==> src/sv/t2i_pkg.sv <==
`default_nettype none
// ----------------------------------------------------------------------------
// t2i_pkg
// Shared types, constants and character helpers for the text to int64 parser.
// ----------------------------------------------------------------------------
package t2i_pkg;

  localparam int unsigned MAX_STRING_LEN = 255;
  localparam int unsigned POS_W          = $clog2(MAX_STRING_LEN + 1);

  localparam int unsigned CHAR_W   = 8;
  localparam int unsigned RADIX_W  = 6;
  localparam int unsigned VALUE_W  = 64;
  localparam int unsigned END_W    = 8;
  localparam int unsigned PROD_W   = VALUE_W + RADIX_W;

  localparam int unsigned CFG_IDX_W  = 1;
  localparam int unsigned CFG_DATA_W = RADIX_W;

  localparam int unsigned IN_TDATA_W  = 8;
  localparam int unsigned OUT_TDATA_W = 72;

  localparam int unsigned FIFO_DEPTH = 2;
  localparam int unsigned FIFO_PTR_W = $clog2(FIFO_DEPTH);
  localparam int unsigned FIFO_CNT_W = $clog2(FIFO_DEPTH + 1);

  localparam logic [CFG_IDX_W-1:0] REG_RADIX       = 1'd0;
  localparam logic [CFG_IDX_W-1:0] REG_SIGNED_MODE = 1'd1;

  localparam logic [RADIX_W-1:0] RADIX_RESET = 6'd10;
  localparam logic [RADIX_W-1:0] RADIX_AUTO  = 6'd0;
  localparam logic [RADIX_W-1:0] RADIX_MIN   = 6'd2;
  localparam logic [RADIX_W-1:0] RADIX_MAX   = 6'd36;
  localparam logic [RADIX_W-1:0] BASE_BIN    = 6'd2;
  localparam logic [RADIX_W-1:0] BASE_OCT    = 6'd8;
  localparam logic [RADIX_W-1:0] BASE_DEC    = 6'd10;
  localparam logic [RADIX_W-1:0] BASE_HEX    = 6'd16;
  localparam logic [RADIX_W-1:0] DIGIT_NONE  = 6'd63;

  localparam logic [VALUE_W-1:0] ALL_ONES       = {VALUE_W{1'b1}};
  localparam logic [VALUE_W-1:0] SIGNED_MAX     = {1'b0, {(VALUE_W-1){1'b1}}};
  localparam logic [VALUE_W-1:0] SIGNED_MIN_MAG = {1'b1, {(VALUE_W-1){1'b0}}};

  typedef enum logic [2:0] {
    PH_SPACE  = 3'd0,
    PH_SIGNED = 3'd1,
    PH_ZERO   = 3'd2,
    PH_PREFIX = 3'd3,
    PH_DIGITS = 3'd4,
    PH_DONE   = 3'd5
  } phase_e;

  // classified character as it travels from front to back
  typedef struct packed {
    logic               is_nul;
    logic               is_space;
    logic               is_minus;
    logic               is_plus;
    logic               is_zero;
    logic               is_x;
    logic               is_b;
    logic [RADIX_W-1:0] digit;
    logic               in_range;
    logic [POS_W-1:0]   pos;
    logic               last;
  } item_t;

  function automatic logic [RADIX_W-1:0] digit_value(input logic [CHAR_W-1:0] ch);
    logic [RADIX_W-1:0] d;
    d = DIGIT_NONE;
    if (ch >= 8'h30 && ch <= 8'h39) begin
      d = RADIX_W'(ch - 8'h30);
    end else if (ch >= 8'h61 && ch <= 8'h7a) begin
      d = RADIX_W'(ch - 8'h61 + 8'd10);
    end else if (ch >= 8'h41 && ch <= 8'h5a) begin
      d = RADIX_W'(ch - 8'h41 + 8'd10);
    end
    return d;
  endfunction

  function automatic logic is_c_space(input logic [CHAR_W-1:0] ch);
    return (ch == 8'h20) || (ch >= 8'h09 && ch <= 8'h0d);
  endfunction

endpackage
`default_nettype wire

==> src/sv/t2i_front.sv <==
`default_nettype none
// ----------------------------------------------------------------------------
// t2i_front
// Accepts characters, tracks the position inside the string and classifies
// each character for the parse engine.
// ----------------------------------------------------------------------------
module t2i_front (
  input  wire logic                           clk_i,
  input  wire logic                           rst_ni,
  input  wire logic                           in_valid_i,
  output logic                                in_ready_o,
  input  wire logic [t2i_pkg::CHAR_W-1:0]     in_char_i,
  input  wire logic                           in_last_i,
  input  wire logic                           push_ready_i,
  output logic                                push_o,
  output t2i_pkg::item_t                      push_item_o
);

  logic [t2i_pkg::POS_W-1:0] pos_q, pos_d;
  logic                      in_range;
  logic                      accept;

  assign in_ready_o = push_ready_i;
  assign accept     = in_valid_i && push_ready_i;
  assign push_o     = accept;
  assign in_range   = pos_q < t2i_pkg::POS_W'(t2i_pkg::MAX_STRING_LEN);

  always_comb begin
    push_item_o.is_nul   = in_char_i == 8'h00;
    push_item_o.is_space = t2i_pkg::is_c_space(in_char_i);
    push_item_o.is_minus = in_char_i == 8'h2d;
    push_item_o.is_plus  = in_char_i == 8'h2b;
    push_item_o.is_zero  = in_char_i == 8'h30;
    push_item_o.is_x     = (in_char_i == 8'h78) || (in_char_i == 8'h58);
    push_item_o.is_b     = (in_char_i == 8'h62) || (in_char_i == 8'h42);
    push_item_o.digit    = t2i_pkg::digit_value(in_char_i);
    push_item_o.in_range = in_range;
    push_item_o.pos      = pos_q + t2i_pkg::POS_W'(1);
    push_item_o.last     = in_last_i;
  end

  always_comb begin
    pos_d = pos_q;
    if (accept) begin
      if (in_last_i) begin
        pos_d = '0;
      end else if (in_range) begin
        pos_d = pos_q + t2i_pkg::POS_W'(1);
      end
    end
  end

  always_ff @(posedge clk_i or negedge rst_ni) begin
    if (!rst_ni) begin
      pos_q <= '0;
    end else begin
      pos_q <= pos_d;
    end
  end

endmodule
`default_nettype wire

==> src/sv/t2i_fifo.sv <==
`default_nettype none
// ----------------------------------------------------------------------------
// t2i_fifo
// Short queue of classified characters between the front and the back.
// ----------------------------------------------------------------------------
module t2i_fifo (
  input  wire logic           clk_i,
  input  wire logic           rst_ni,
  input  wire logic           push_i,
  input  wire t2i_pkg::item_t push_item_i,
  output logic                push_ready_o,
  input  wire logic           pop_i,
  output t2i_pkg::item_t      pop_item_o,
  output logic                pop_valid_o
);

  t2i_pkg::item_t                 mem_q [t2i_pkg::FIFO_DEPTH];
  logic [t2i_pkg::FIFO_PTR_W-1:0] wr_ptr_q, rd_ptr_q;
  logic [t2i_pkg::FIFO_CNT_W-1:0] count_q, count_d;
  logic                           do_push, do_pop;

  assign push_ready_o = count_q != t2i_pkg::FIFO_CNT_W'(t2i_pkg::FIFO_DEPTH);
  assign pop_valid_o  = count_q != '0;
  assign do_push      = push_i && push_ready_o;
  assign do_pop       = pop_i && pop_valid_o;
  assign pop_item_o   = mem_q[rd_ptr_q];

  function automatic logic [t2i_pkg::FIFO_PTR_W-1:0] ptr_next(
    input logic [t2i_pkg::FIFO_PTR_W-1:0] p
  );
    logic [t2i_pkg::FIFO_PTR_W-1:0] n;
    if (p == t2i_pkg::FIFO_PTR_W'(t2i_pkg::FIFO_DEPTH - 1)) begin
      n = '0;
    end else begin
      n = p + t2i_pkg::FIFO_PTR_W'(1);
    end
    return n;
  endfunction

  always_comb begin
    count_d = count_q;
    if (do_push && !do_pop) begin
      count_d = count_q + t2i_pkg::FIFO_CNT_W'(1);
    end else if (do_pop && !do_push) begin
      count_d = count_q - t2i_pkg::FIFO_CNT_W'(1);
    end
  end

  always_ff @(posedge clk_i or negedge rst_ni) begin
    if (!rst_ni) begin
      wr_ptr_q <= '0;
      rd_ptr_q <= '0;
      count_q  <= '0;
    end else begin
      count_q <= count_d;
      if (do_push) begin
        wr_ptr_q <= ptr_next(wr_ptr_q);
      end
      if (do_pop) begin
        rd_ptr_q <= ptr_next(rd_ptr_q);
      end
    end
  end

  always_ff @(posedge clk_i) begin
    if (do_push) begin
      mem_q[wr_ptr_q] <= push_item_i;
    end
  end

endmodule
`default_nettype wire

==> src/sv/t2i_back.sv <==
`default_nettype none
// ----------------------------------------------------------------------------
// t2i_back
// Parse engine: phase machine, multiply-add accumulator with wrap detection,
// configuration registers and the result register with final saturation.
// ----------------------------------------------------------------------------
module t2i_back (
  input  wire logic                             clk_i,
  input  wire logic                             rst_ni,
  input  wire logic                             cfg_we_i,
  input  wire logic [t2i_pkg::CFG_IDX_W-1:0]    cfg_idx_i,
  input  wire logic [t2i_pkg::CFG_DATA_W-1:0]   cfg_wdata_i,
  input  wire t2i_pkg::item_t                   pop_item_i,
  input  wire logic                             pop_valid_i,
  output logic                                  pop_o,
  output logic                                  out_valid_o,
  input  wire logic                             out_ready_i,
  output logic [t2i_pkg::VALUE_W-1:0]           out_value_o,
  output logic                                  out_ovf_o,
  output logic [t2i_pkg::END_W-1:0]             out_end_o
);

  // configuration
  logic [t2i_pkg::RADIX_W-1:0] radix_q;
  logic                        signed_mode_q;

  // parse state
  t2i_pkg::phase_e             phase_q, phase_d;
  logic [t2i_pkg::VALUE_W-1:0] acc_q, acc_d;
  logic                        ovf_q, ovf_d;
  logic                        neg_q, neg_d;
  logic [t2i_pkg::RADIX_W-1:0] base_q, base_d;
  logic [t2i_pkg::POS_W-1:0]   conv_end_q, conv_end_d;

  // result register
  logic                        res_valid_q;
  logic [t2i_pkg::VALUE_W-1:0] res_acc_q;
  logic                        res_ovf_q;
  logic                        res_neg_q;
  logic                        res_sgn_q;
  logic [t2i_pkg::POS_W-1:0]   res_end_q;

  logic                        out_free;
  logic                        step;
  logic                        start;
  logic                        try_en;
  logic [t2i_pkg::RADIX_W-1:0] try_base;
  logic [t2i_pkg::PROD_W-1:0]  mac;
  logic                        wrap;
  logic                        digit_ok;
  logic                        radix_ok;

  assign out_free = !res_valid_q || out_ready_i;
  assign pop_o    = pop_valid_i && (!pop_item_i.last || out_free);
  assign step     = pop_o;
  assign radix_ok = (radix_q >= t2i_pkg::RADIX_MIN) && (radix_q <= t2i_pkg::RADIX_MAX);

  // one shared multiply-add serves every digit attempt
  assign mac  = t2i_pkg::PROD_W'(acc_q) * t2i_pkg::PROD_W'(try_base)
              + t2i_pkg::PROD_W'(pop_item_i.digit);
  assign wrap = |mac[t2i_pkg::PROD_W-1:t2i_pkg::VALUE_W];
  assign digit_ok = (try_base >= t2i_pkg::RADIX_MIN) && (pop_item_i.digit < try_base);

  always_comb begin
    start    = 1'b0;
    try_en   = 1'b0;
    try_base = base_q;
    phase_d    = phase_q;
    acc_d      = acc_q;
    ovf_d      = ovf_q;
    neg_d      = neg_q;
    base_d     = base_q;
    conv_end_d = conv_end_q;

    if (!pop_item_i.in_range || pop_item_i.is_nul) begin
      phase_d = t2i_pkg::PH_DONE;
    end else begin
      case (phase_q)
        t2i_pkg::PH_SPACE: begin
          if (pop_item_i.is_space) begin
            phase_d = phase_q;
          end else if (pop_item_i.is_minus) begin
            neg_d   = 1'b1;
            phase_d = t2i_pkg::PH_SIGNED;
          end else if (pop_item_i.is_plus) begin
            phase_d = t2i_pkg::PH_SIGNED;
          end else begin
            start = 1'b1;
          end
        end
        t2i_pkg::PH_SIGNED: begin
          start = 1'b1;
        end
        t2i_pkg::PH_ZERO: begin
          if (pop_item_i.is_x) begin
            base_d  = t2i_pkg::BASE_HEX;
            phase_d = t2i_pkg::PH_PREFIX;
          end else if (pop_item_i.is_b) begin
            base_d  = t2i_pkg::BASE_BIN;
            phase_d = t2i_pkg::PH_PREFIX;
          end else begin
            try_en   = 1'b1;
            try_base = t2i_pkg::BASE_OCT;
          end
        end
        t2i_pkg::PH_PREFIX, t2i_pkg::PH_DIGITS: begin
          try_en   = 1'b1;
          try_base = base_q;
        end
        t2i_pkg::PH_DONE: begin
          phase_d = phase_q;
        end
        default: begin
          phase_d = t2i_pkg::PH_DONE;
        end
      endcase
    end

    if (start) begin
      if (radix_q == t2i_pkg::RADIX_AUTO) begin
        if (pop_item_i.is_zero) begin
          conv_end_d = pop_item_i.pos;
          phase_d    = t2i_pkg::PH_ZERO;
        end else begin
          try_en   = 1'b1;
          try_base = t2i_pkg::BASE_DEC;
        end
      end else if (radix_ok) begin
        try_en   = 1'b1;
        try_base = radix_q;
      end else begin
        phase_d = t2i_pkg::PH_DONE;
      end
    end

    if (try_en) begin
      base_d = try_base;
      if (!digit_ok) begin
        phase_d = t2i_pkg::PH_DONE;
      end else begin
        if (!ovf_q) begin
          if (wrap) begin
            ovf_d = 1'b1;
            acc_d = t2i_pkg::ALL_ONES;
          end else begin
            acc_d = mac[t2i_pkg::VALUE_W-1:0];
          end
        end
        conv_end_d = pop_item_i.pos;
        phase_d    = t2i_pkg::PH_DIGITS;
      end
    end
  end

  always_ff @(posedge clk_i or negedge rst_ni) begin
    if (!rst_ni) begin
      radix_q       <= t2i_pkg::RADIX_RESET;
      signed_mode_q <= 1'b1;
    end else if (cfg_we_i) begin
      case (cfg_idx_i)
        t2i_pkg::REG_RADIX:       radix_q       <= cfg_wdata_i;
        t2i_pkg::REG_SIGNED_MODE: signed_mode_q <= cfg_wdata_i[0];
        default: begin
          radix_q <= radix_q;
        end
      endcase
    end
  end

  always_ff @(posedge clk_i or negedge rst_ni) begin
    if (!rst_ni) begin
      phase_q    <= t2i_pkg::PH_SPACE;
      acc_q      <= '0;
      ovf_q      <= 1'b0;
      neg_q      <= 1'b0;
      base_q     <= '0;
      conv_end_q <= '0;
    end else if (step) begin
      if (pop_item_i.last) begin
        phase_q    <= t2i_pkg::PH_SPACE;
        acc_q      <= '0;
        ovf_q      <= 1'b0;
        neg_q      <= 1'b0;
        base_q     <= '0;
        conv_end_q <= '0;
      end else begin
        phase_q    <= phase_d;
        acc_q      <= acc_d;
        ovf_q      <= ovf_d;
        neg_q      <= neg_d;
        base_q     <= base_d;
        conv_end_q <= conv_end_d;
      end
    end
  end

  always_ff @(posedge clk_i or negedge rst_ni) begin
    if (!rst_ni) begin
      res_valid_q <= 1'b0;
    end else if (step && pop_item_i.last) begin
      res_valid_q <= 1'b1;
    end else if (out_ready_i) begin
      res_valid_q <= 1'b0;
    end
  end

  always_ff @(posedge clk_i) begin
    if (step && pop_item_i.last) begin
      res_acc_q <= acc_d;
      res_ovf_q <= ovf_d;
      res_neg_q <= neg_d;
      res_sgn_q <= signed_mode_q;
      res_end_q <= conv_end_d;
    end
  end

  // saturation and sign applied on the way out of the result register
  logic [t2i_pkg::VALUE_W-1:0] limit;
  logic [t2i_pkg::VALUE_W-1:0] mag;
  logic                        sat_ovf;

  always_comb begin
    if (res_sgn_q) begin
      limit = res_neg_q ? t2i_pkg::SIGNED_MIN_MAG : t2i_pkg::SIGNED_MAX;
    end else begin
      limit = t2i_pkg::ALL_ONES;
    end
    mag     = res_acc_q;
    sat_ovf = res_ovf_q;
    if (res_acc_q > limit) begin
      mag     = limit;
      sat_ovf = 1'b1;
    end
    out_value_o = '0;
    out_ovf_o   = 1'b0;
    out_end_o   = '0;
    if (res_end_q != '0) begin
      if (!res_neg_q) begin
        out_value_o = mag;
      end else if (!res_sgn_q && sat_ovf) begin
        out_value_o = t2i_pkg::ALL_ONES;
      end else begin
        out_value_o = '0 - mag;
      end
      out_ovf_o = sat_ovf;
      out_end_o = t2i_pkg::END_W'(res_end_q);
    end
  end

  assign out_valid_o = res_valid_q;

`ifndef SYNTHESIS
  a_acc_clear_before_number: assert property (@(posedge clk_i) disable iff (!rst_ni)
    (phase_q == t2i_pkg::PH_SPACE || phase_q == t2i_pkg::PH_SIGNED) |-> acc_q == '0
  ) else $error("accumulator nonzero before the number starts");

  a_ovf_saturates: assert property (@(posedge clk_i) disable iff (!rst_ni)
    ovf_q |-> acc_q == t2i_pkg::ALL_ONES
  ) else $error("overflow flag set without saturated accumulator");

  a_last_clears_state: assert property (@(posedge clk_i) disable iff (!rst_ni)
    (step && pop_item_i.last) |=> (phase_q == t2i_pkg::PH_SPACE && conv_end_q == '0)
  ) else $error("parse state not cleared after the last character");

  a_no_pop_last_when_blocked: assert property (@(posedge clk_i) disable iff (!rst_ni)
    (res_valid_q && !out_ready_i && pop_valid_i && pop_item_i.last) |-> !pop_o
  ) else $error("last character taken while result register is blocked");
`endif

endmodule
`default_nettype wire

==> src/sv/text_to_int64_parser_top.sv <==
`default_nettype none
// ----------------------------------------------------------------------------
// text_to_int64_parser_top
// Streaming string to 64-bit integer converter, strtoll / strtoull style.
// ----------------------------------------------------------------------------
// One character is taken per clock cycle while the queue has room, with one result
// per string on the character marked tlast. The rate is set by the back end's
// single 64x6 multiply-add per character, which serves each character taken.
// A two-entry queue separates the character front end from the parse engine,
// and a result register holds the finished value, so characters of the next
// string keep flowing while a result waits, until that string's last character
// reaches the parse engine and the queue fills; a string's last character passes
// through the queue, then its result is offered from the result register. Leading
// whitespace and one sign are skipped, radix 0 detects a 0x, 0b or 0 prefix,
// overflow saturates to the limit of the selected mode.
// Registers (write only): index 0 radix (2..36, 0 = auto), index 1 signed_mode.
// Write them only while no string is in flight.
module text_to_int64_parser_top (
  input  wire logic                               clk_i,
  input  wire logic                               rst_ni,
  // configuration
  input  wire logic                               cfg_we_i,
  input  wire logic [t2i_pkg::CFG_IDX_W-1:0]      cfg_idx_i,
  input  wire logic [t2i_pkg::CFG_DATA_W-1:0]     cfg_wdata_i,
  // character stream
  input  wire logic                               s_axis_tvalid,
  output logic                                    s_axis_tready,
  input  wire logic [t2i_pkg::IN_TDATA_W-1:0]     s_axis_tdata,   // [7:0] char_code
  input  wire logic                               s_axis_tlast,
  // result stream
  output logic                                    m_axis_tvalid,
  input  wire logic                               m_axis_tready,
  output logic [t2i_pkg::OUT_TDATA_W-1:0]         m_axis_tdata,   // [63:0] value_bits, [71:64] end_index
  output logic                                    m_axis_tuser    // [0] overflowed
);

  t2i_pkg::item_t                 push_item;
  t2i_pkg::item_t                 pop_item;
  logic                           push;
  logic                           push_ready;
  logic                           pop;
  logic                           pop_valid;
  logic [t2i_pkg::VALUE_W-1:0]    out_value;
  logic [t2i_pkg::END_W-1:0]      out_end;

  t2i_front u_front (
    .clk_i        (clk_i),
    .rst_ni       (rst_ni),
    .in_valid_i   (s_axis_tvalid),
    .in_ready_o   (s_axis_tready),
    .in_char_i    (s_axis_tdata[t2i_pkg::CHAR_W-1:0]),
    .in_last_i    (s_axis_tlast),
    .push_ready_i (push_ready),
    .push_o       (push),
    .push_item_o  (push_item)
  );

  t2i_fifo u_fifo (
    .clk_i        (clk_i),
    .rst_ni       (rst_ni),
    .push_i       (push),
    .push_item_i  (push_item),
    .push_ready_o (push_ready),
    .pop_i        (pop),
    .pop_item_o   (pop_item),
    .pop_valid_o  (pop_valid)
  );

  t2i_back u_back (
    .clk_i        (clk_i),
    .rst_ni       (rst_ni),
    .cfg_we_i     (cfg_we_i),
    .cfg_idx_i    (cfg_idx_i),
    .cfg_wdata_i  (cfg_wdata_i),
    .pop_item_i   (pop_item),
    .pop_valid_i  (pop_valid),
    .pop_o        (pop),
    .out_valid_o  (m_axis_tvalid),
    .out_ready_i  (m_axis_tready),
    .out_value_o  (out_value),
    .out_ovf_o    (m_axis_tuser),
    .out_end_o    (out_end)
  );

  assign m_axis_tdata = {out_end, out_value};

endmodule
`default_nettype wire

==> config.mk <==
export PLATFORM = sky130hd
export DESIGN_NAME = text_to_int64_parser_top
export DESIGN_NICKNAME = d
export VERILOG_FILES = /design/src/sv/t2i_pkg.sv /design/src/sv/t2i_front.sv /design/src/sv/t2i_fifo.sv /design/src/sv/t2i_back.sv /design/src/sv/text_to_int64_parser_top.sv
export SDC_FILE = /design/constraint.sdc
export NUM_CORES = 1
export LEC_CHECK = 0
export BUFFER_PORTS_ARGS = -buffer_cell sky130_fd_sc_hd__clkbuf_2
export CORE_MARGIN = 5
export CORE_UTILIZATION = 55
export DETAILED_ROUTE_END_ITERATION = 8
export PLACE_DENSITY = 0.82
export SLEW_MARGIN = 0
export SYNTH_ARGS = -nofsm -noshare
export SYNTH_HDL_FRONTEND = slang
export SYNTH_HIERARCHICAL = 1
export SYNTH_SLANG_ARGS = --single-unit
==> constraint.sdc <==
create_clock -name clk_i -period 11.7 [get_ports clk_i]
set_input_delay 2.925 -clock clk_i [delete_from_list [all_inputs] [get_ports clk_i]]
set_output_delay 2.925 -clock clk_i [all_outputs]
set_load 0.05 [all_outputs]
==> impl_results.md, run 1 <==
- Top cells by area, synth: fa_1 18%, edfxtp_1 13%, ha_1 10%
- HP Class: reg2reg
- Sink Count: about 220
- Gr ovfl total: 0
- Total negative slack: 0 ns
- Post-route minimum period: a little over 10 ns
- Placer Congestion: about 1.0
- Die Wd: 234 um
- Fin nets: 3500
- ANT nets after route: 0
- Met3 Wirelength: 8410 um
- CP delay by family, top: compound AO/OA/AOI/OAI gates
- Core area: about 50000 um2
- Top fanout value on the critical path: 39
- Fin crit share: about 87%
- Post-Synth XOR/XNOR Area: under 10%
- Leak: approximately 14 nW
- Die Footprint: around 55000 um2
- Count leader, synth: and2_1
- IO Pins: 96
- Initial Utilization: a little under three fifths
- Vert. Die Dim: ~230 um
- H-tree Lvls: 1
- Port buffer count: between 90 and 100
- Inserted Clock Buffers: 26
- Slew Viols, Final: 0
- Drt total wl: 83300 um
- Post-synth top cells: 378 x and2_1, 274 x nor2_1, 252 x fa_1
- Slew HR: about an eighth
- Wl on met1: between 30000 and 40000 um
- Post-synth cell types: 96
- Post-CTS resize count: 0
- WL met2: around 39000 um
- Unrepaired setup endpoints after global routing: false
- CP Buf/Inv Count: 4
- Maximum VDD drop: about 0.18 mV
- Synth Warn #: 6
- Clk Latency, worst-skew pair: ~0.58 ns
- Mux cell area share after synthesis: under 10%
- Setup crit end kind: flip-flop
- Max incr delay on CP: 0.81 ns
- Area growth, synth to finish: 6.45%
- Post-DP HPWL: about 63000 um
- Top sig layer: met5
- Final Power: approximately 6.4 mW
- WP data required: approximately 12 ns
- PwrDens: roughly 220 nW/um2
- Setup violations, final: 0
- Status: finished, final reports clean
- Core Util, Final: between 50% and 60%
- CTS tree: done
- Register area: 6210 um2
- Setup Fix Bufs, Post-CTS: 0
- Critical path's slowest cell: nor2_4
- Fillers: around 4200
- Yosys top cell area share: between 10% and 20%
- Startpoint Class: flip-flop
- Adder-cell share of the synthesized area: between 20% and 30%
- Pin count of the biggest net entering global routing: between 100 and 150
- Hold Fails Final Rpt: 0
- # DRC: 0
- Cts hold-fix bufs: 0
- Worst slew pin tran: 1.32 ns
- Mean Syn Cell Area: between 9 and 10 um2
- Global-route wire length before repair: 133000 um
- Synthesized area: roughly 28000 um2
- Main combinational cell family by area after synthesis: adder cells
- Tot GR Track Use: approximately 30%
- Seq/Total Area, Yosys: between 20 and 25%
- Compound-Gate Fraction of Synth Area: a little under a fifth
- Synthesized flop and latch total: between 200 and 250
- DR WL/cell: 22.6 um
- DR vias/cell: 6.63
- Via Count: between 20000 and 25000
- Leading area contributor after synthesis: fa_1
- Row count: 82
- MaxCap Viol Count: 0
- Asr flop ratio synth: a little under half
- Multi-input combinational cell area: 20400 um2
- Max Freq: between 0.09 and 0.1 GHz
- CTS max path bufs: 3
- Antenna violations before repair: 1
- Clock transition at the registers of the reported paths: 0.06 ns
- Mapped Cells: 3032
- Diode count: 0
- Share of cells above drive strength 1: a little under a tenth
- Synthesized net count: around 3500
- Synth Flop Type: edfxtp_1
- Drt initial violations: 2487
- Synth Area in Simple Gates: 22.0%
- CP Class: reg2reg
- Fin Clk Skew: ~0.021 ns
- Number of global-route vias before repair: around 25000
- Pre-Repair DR Iteration Count: 6
- CP arrival: slightly above 10 ns
- Most frequent CP cell: buf_4
- EDFF count, synth: about 120
- Root Driver: clkbuf_16
worst reg2reg max path: stages, from the launching register on:
cell and delay [ns]:
dfrtp_1 0.32, buf_4 0.37, mux2_4 0.37, nor3_1 0.31, o211ai_1 0.26, nor3_1 0.65
a21oi_1 0.16, nor2_4 0.81, buf_4 0.48, and2_1 0.23, fa_1 0.43, fa_1 0.52
fa_1 0.50, ha_1 0.31, ha_1 0.40, nand2_1 0.23, o21ai_0 0.18, a221oi_1 0.38
o211ai_1 0.24, a21boi_0 0.56, o211a_1 0.24, a31oi_1 0.05, a211oi_2 0.54, buf_4 0.33
and2_2 0.35, buf_4 0.39, a31oi_1 0.18
final cells by class:
type	count	area share [%]
clock buffers	33	2.47
clock inverters	15	0.628
inverters	92	1.17
multi-input cells	2526	69.3
flip-flops and latches	224	21.1
well taps	672	2.85
repair buffers	130	2.51
registers in the layout (all words and copies together), names as in the netlist:
| name | count |
|---|---|
| u_fifo/wr_ptr_q | 1 |
| u_fifo/count_q | 2 |
| u_back/neg_q | 1 |
| u_back/radix_q | 6 |
| u_fifo/rd_ptr_q | 1 |
| u_back/res_ovf_q | 1 |
| u_back/signed_mode_q | 1 |
| u_back/res_acc_q | 64 |
| u_front/pos_q | 8 |
| u_fifo/mem_q | 46 |
| u_back/res_sgn_q | 1 |
| u_back/acc_q | 64 |
| u_back/ovf_q | 1 |
| u_back/phase_q | 3 |
| u_back/conv_end_q | 8 |
| u_back/res_neg_q | 1 |
| u_back/base_q | 6 |
| u_back/res_end_q | 8 |
| u_back/out_valid_o | 1 |
power breakdown:
| part | total, mW | internal (mW) | switching (mW) |
|---|---|---|---|
| combinational | 4.06 | 1.08 | 2.98 |
| clock | 0.869 | 0.509 | 0.359 |
| sequential | 1.51 | 1.16 | 0.351 |
| total | 6.44 | 2.75 | 3.69 |
worst paths after layout:
check,startpoint,end,slack [ns],cells after the start
setup / recovery,u_fifo/rd_ptr_q$_DFFE_PN0P_,u_back/res_acc_q[32]$_DFFE_PP_,1.57,26
hold / removal,u_fifo/wr_ptr_q$_DFFE_PN0P_,u_fifo/wr_ptr_q$_DFFE_PN0P_,0.51,1
setup reg to reg,u_fifo/rd_ptr_q$_DFFE_PN0P_,u_back/res_acc_q[32]$_DFFE_PP_,1.57,26
hold reg to reg,u_fifo/wr_ptr_q$_DFFE_PN0P_,u_fifo/wr_ptr_q$_DFFE_PN0P_,0.51,1
max in group asynchronous,rst_ni,u_back/acc_q[47]$_DFFE_PN0P_,7.90,2
min in group asynchronous,rst_ni,u_fifo/count_q[0]$_DFFE_PN0P_,2.45,1
kinds of logic after synthesis:
kind of cell,Yosys count
AND/OR/NAND/NOR,1154
AO/OA/AOI/OAI,758
adder cells (fa/ha/maj),479
buffers and inverters,282
flip-flops,224
XOR/XNOR,90
multiplexers,45
routing by layer:
metal / vias up / track usage (%)
met5: - / 0
met4: 2 / 11.3
met3: 285 / 6.16
met2: 1406 / 49.5
met1: 11982 / 39.1
li1: 10811 / -
cells in the final DEF, fill, tap and decap left out, drive strengths merged, types with 19 or more instances in the layout:
cell    count
and2      379
nor2      275
fa        252
ha        227
a21oi     203
nand2     179
o21ai     151
clkbuf    127
edfxtp    121
dfrtp     100
inv        93
a31oi      87
nor3       67
nand4      52
nand3      51
xnor2      48
a211o      46
a21o       43
xor2       42
mux2       40
buf        36
nor4       31
o21bai     22
or4        19
stage by stage:
step                      area, um2  cells  setup WS (ns)  hold WS, ns
after floorplan               27700   3032          0.869        0.456
after global placement        28600   3644           2.17        0.478
after detailed placement      28600   3644           1.83        0.487
after CTS                     29500   3692           1.79        0.504
after global routing          29500   3692           1.07        0.519
final                         29500   3692           1.57        0.509
(Power assumes the default switching activity.)
==> inputs of run 2 (changes only) <==
--- a/config.mk
+++ b/config.mk
@@ -6,10 +6,12 @@
 export NUM_CORES = 1
 export LEC_CHECK = 0
 export BUFFER_PORTS_ARGS = -buffer_cell sky130_fd_sc_hd__clkbuf_2
+export CELL_PAD_IN_SITES_DETAIL_PLACEMENT = 1
+export CELL_PAD_IN_SITES_GLOBAL_PLACEMENT = 2
 export CORE_MARGIN = 5
-export CORE_UTILIZATION = 55
+export CORE_UTILIZATION = 45
 export DETAILED_ROUTE_END_ITERATION = 8
-export PLACE_DENSITY = 0.82
+export PLACE_DENSITY = 0.95
 export SLEW_MARGIN = 0
 export SYNTH_ARGS = -nofsm -noshare
 export SYNTH_HDL_FRONTEND = slang
==> run 2 against run 1 <==
Count of clock-buffer cells in the layout stayed put. Die area is 21% higher. Global-route usage is 1.7 points lower. Setup slack worse by 0.37 ns. Largest cell class unchanged. Highest routed layer is now met4.
==> impl_results.md, run 2 (same netlist as run 1, synthesis figures left out) <==
- Root Driver: clkbuf_16
- Clk Latency, worst-skew pair: 0.56 ns (-0.02 ns)
- Clock transition at the registers of the reported paths: 0.06 ns (about the same)
- Post-route minimum period: 10.50 ns (+0.372 ns)
- DR WL/cell: 25.0 um (+11%)
- Inserted Clock Buffers: 25 (-3.8%)
- IO Pins: 96 (unchanged)
- CP arrival: 7.57 ns (-2.80 ns)
- Startpoint Class: flip-flop
- Setup violations, final: 0 (unchanged)
- R2r worst-path depth: 24 (-7.7%)
- Vert. Die Dim: 258 um (+10%)
- CTS tree: done
- CP Class: reg2out
- DR vias/cell: 6.35 (-4.3%)
- CTS max path bufs: 3 (unchanged)
- Post-CTS resize count: 0 (unchanged)
- PwrDens: 219 nW/um2 (+0.41%)
- ANT nets after route: 0 (unchanged)
- Cts hold-fix bufs: 0 (unchanged)
- Drt initial violations: 1479 (-41%)
- Core area: 61400 um2 (+23%)
- Worst slew pin tran: 1.32 ns (+0.000151 ns)
- Slew HR: 11.3% (-0.82 points)
- Maximum VDD drop: 0.205 mV (+11%)
- Fin crit share: 89.7% (+3.2 points)
- Multi-input combinational cell area: 20500 um2 (about the same)
- WP data required: 8.78 ns (-3.16 ns)
- Drt total wl: 95300 um (+14%)
- Diode count: 0 (unchanged)
- Largest regs: u_back/acc_q (64), u_back/res_acc_q (64), u_fifo/mem_q (46)
- Die Footprint: 66600 um2 (+21%)
- Top fanout value on the critical path: 42 (+7.7%)
- H-tree Lvls: 1 (unchanged)
- # DRC: 0 (unchanged)
- Fillers: 7104 (+70%)
- Pre-Repair DR Iteration Count: 5 (-1)
- Status: finished, final reports clean
- Via Count: 24183 (-1.2%)
- Max Freq: 0.0952 GHz (-3.5%)
- Cell Area, Placed: 28800 um2 (+0.62%)
- Setup Fix Bufs, Post-CTS: 0 (unchanged)
- MaxCap Viol Count: 0 (unchanged)
- Slew Viols, Final: 0 (unchanged)
- Die Wd: 258 um (+10%)
- Register area: 6210 um2 (unchanged)
- Post-DP HPWL: 73100 um (+17%)
- Pin count of the biggest net entering global routing: 82 (-32%)
- Fin Clk Skew: 0.0200 ns (-0.000665 ns)
- Tot GR Track Use: 28.2% (-1.7 points)
- Row count: 91 (+11%)
- Share of cells above drive strength 1: 9.37% (about the same)
- Hold WS: 0.508 ns (-0.000351 ns)
- Antenna violations before repair: 1 (unchanged)
- Leading cell types in the layout, fill and taps excluded: 376 x and2_1, 272 x nor2_1, 252 x fa_1
- Sink Count: 224 (unchanged)
- Fin nets: 3501 (+0.029%)
- Leak: 13.8 nW (-0.22%)
- Core Util, Final: 48.2% (-11 points)
- Port buffer count: 95 (unchanged)
- R2R setup slack: 1.36 ns (-0.21 ns)
- Setup crit end kind: primary output
- Hold Fails Final Rpt: 0 (unchanged)
- Most common cell after layout, fill and taps aside: and2_1
- HP Class: reg2reg
- Worst hold path cell count: 1 (unchanged)
- Number of global-route vias before repair: 26646 (+6.4%)
- Global-route wire length before repair: 152000 um (+14%)
- Initial Utilization: 45.2% (-10 points)
- Unrepaired setup endpoints after global routing: false
- Area growth, synth to finish: 6.70%
- Final Instance Area: 29600 um2 (+0.24%)
- Total negative slack: 0 ns (unchanged)
- Gr ovfl total: 0 (unchanged)
- Placer Congestion: 0.942 (-8.9%)
## run 2: stage by stage
step | power [mW] | std cells | worst slack, ns
3_3_place_gp | 5.50 | 3764 | 1.91
2_1_floorplan | 4.34 | 3032 | 0.869
5_1_grt | 6.86 | 3809 | 0.590
4_1_cts | 6.48 | 3809 | 1.18
3_5_place_dp | 5.65 | 3764 | 1.41
6_report | 6.48 | 3809 | 1.20
## run 2: power breakdown
part | internal, mW | switching, mW | total (mW)
registers | 1.16 | 0.350 | 1.51
logic | 1.09 | 3.09 | 4.18
clock network | 0.451 | 0.345 | 0.796
## run 2: per-layer routing
| metal | GRT usage [%] | part of all wire [%] | vias up |
|---|---|---|---|
| met2 | 50.3 | 50 | 818 |
| met1 | 35.9 | 41 | 12371 |
| met5 | 0 | 0 | - |
| met3 | 3.82 | 6.1 | 184 |
| met4 | 8.50 | 3.2 | 0 |
| li1 | - | - | 10810 |
## run 2: cell type report
class,count,area share (%)
Clock buffer,33,2.28
Tap cell,790,3.34
Inverter,92,1.17
Multi-Input combinational cell,2526,69.2
Clock inverter,12,0.419
Timing Repair Buffer,132,2.60
Sequential cell,224,21.0
## run 2: final timing paths
path / startpoint / endpoint
max in group asynchronous: rst_ni / u_back/acc_q[33]$_DFFE_PN0P_
min reg2reg: u_fifo/count_q[1]$_DFFE_PN0P_ / u_fifo/count_q[1]$_DFFE_PN0P_
max: u_back/res_sgn_q$_DFFE_PP_ / m_axis_tdata[52]
min: u_fifo/count_q[1]$_DFFE_PN0P_ / u_fifo/count_q[1]$_DFFE_PN0P_
max reg2reg: u_fifo/rd_ptr_q$_DFFE_PN0P_ / u_back/res_acc_q[26]$_DFFE_PP_
min in group asynchronous: rst_ni / u_back/out_valid_o$_DFFE_PN0P_
## run 2: critical path, cell delays in order (launching register included)
cell and delay, ns:
edfxtp_1 0.64, nand2_1 0.17, inv_2 0.36, buf_4 0.49
ha_1 0.35, a21oi_1 0.19, o21ai_0 0.11, a221oi_1 0.33
o32ai_1 0.21, a211oi_1 0.57, a21boi_4 0.08, buf_4 0.25
o21ai_0 0.28, ha_1 0.47, nand2_1 0.19, nor4_1 0.34
nand2_1 0.23, nor3_1 0.67, o21ai_0 0.25, a31oi_1 0.22
nor3b_1 0.26, clkbuf_2 0.33
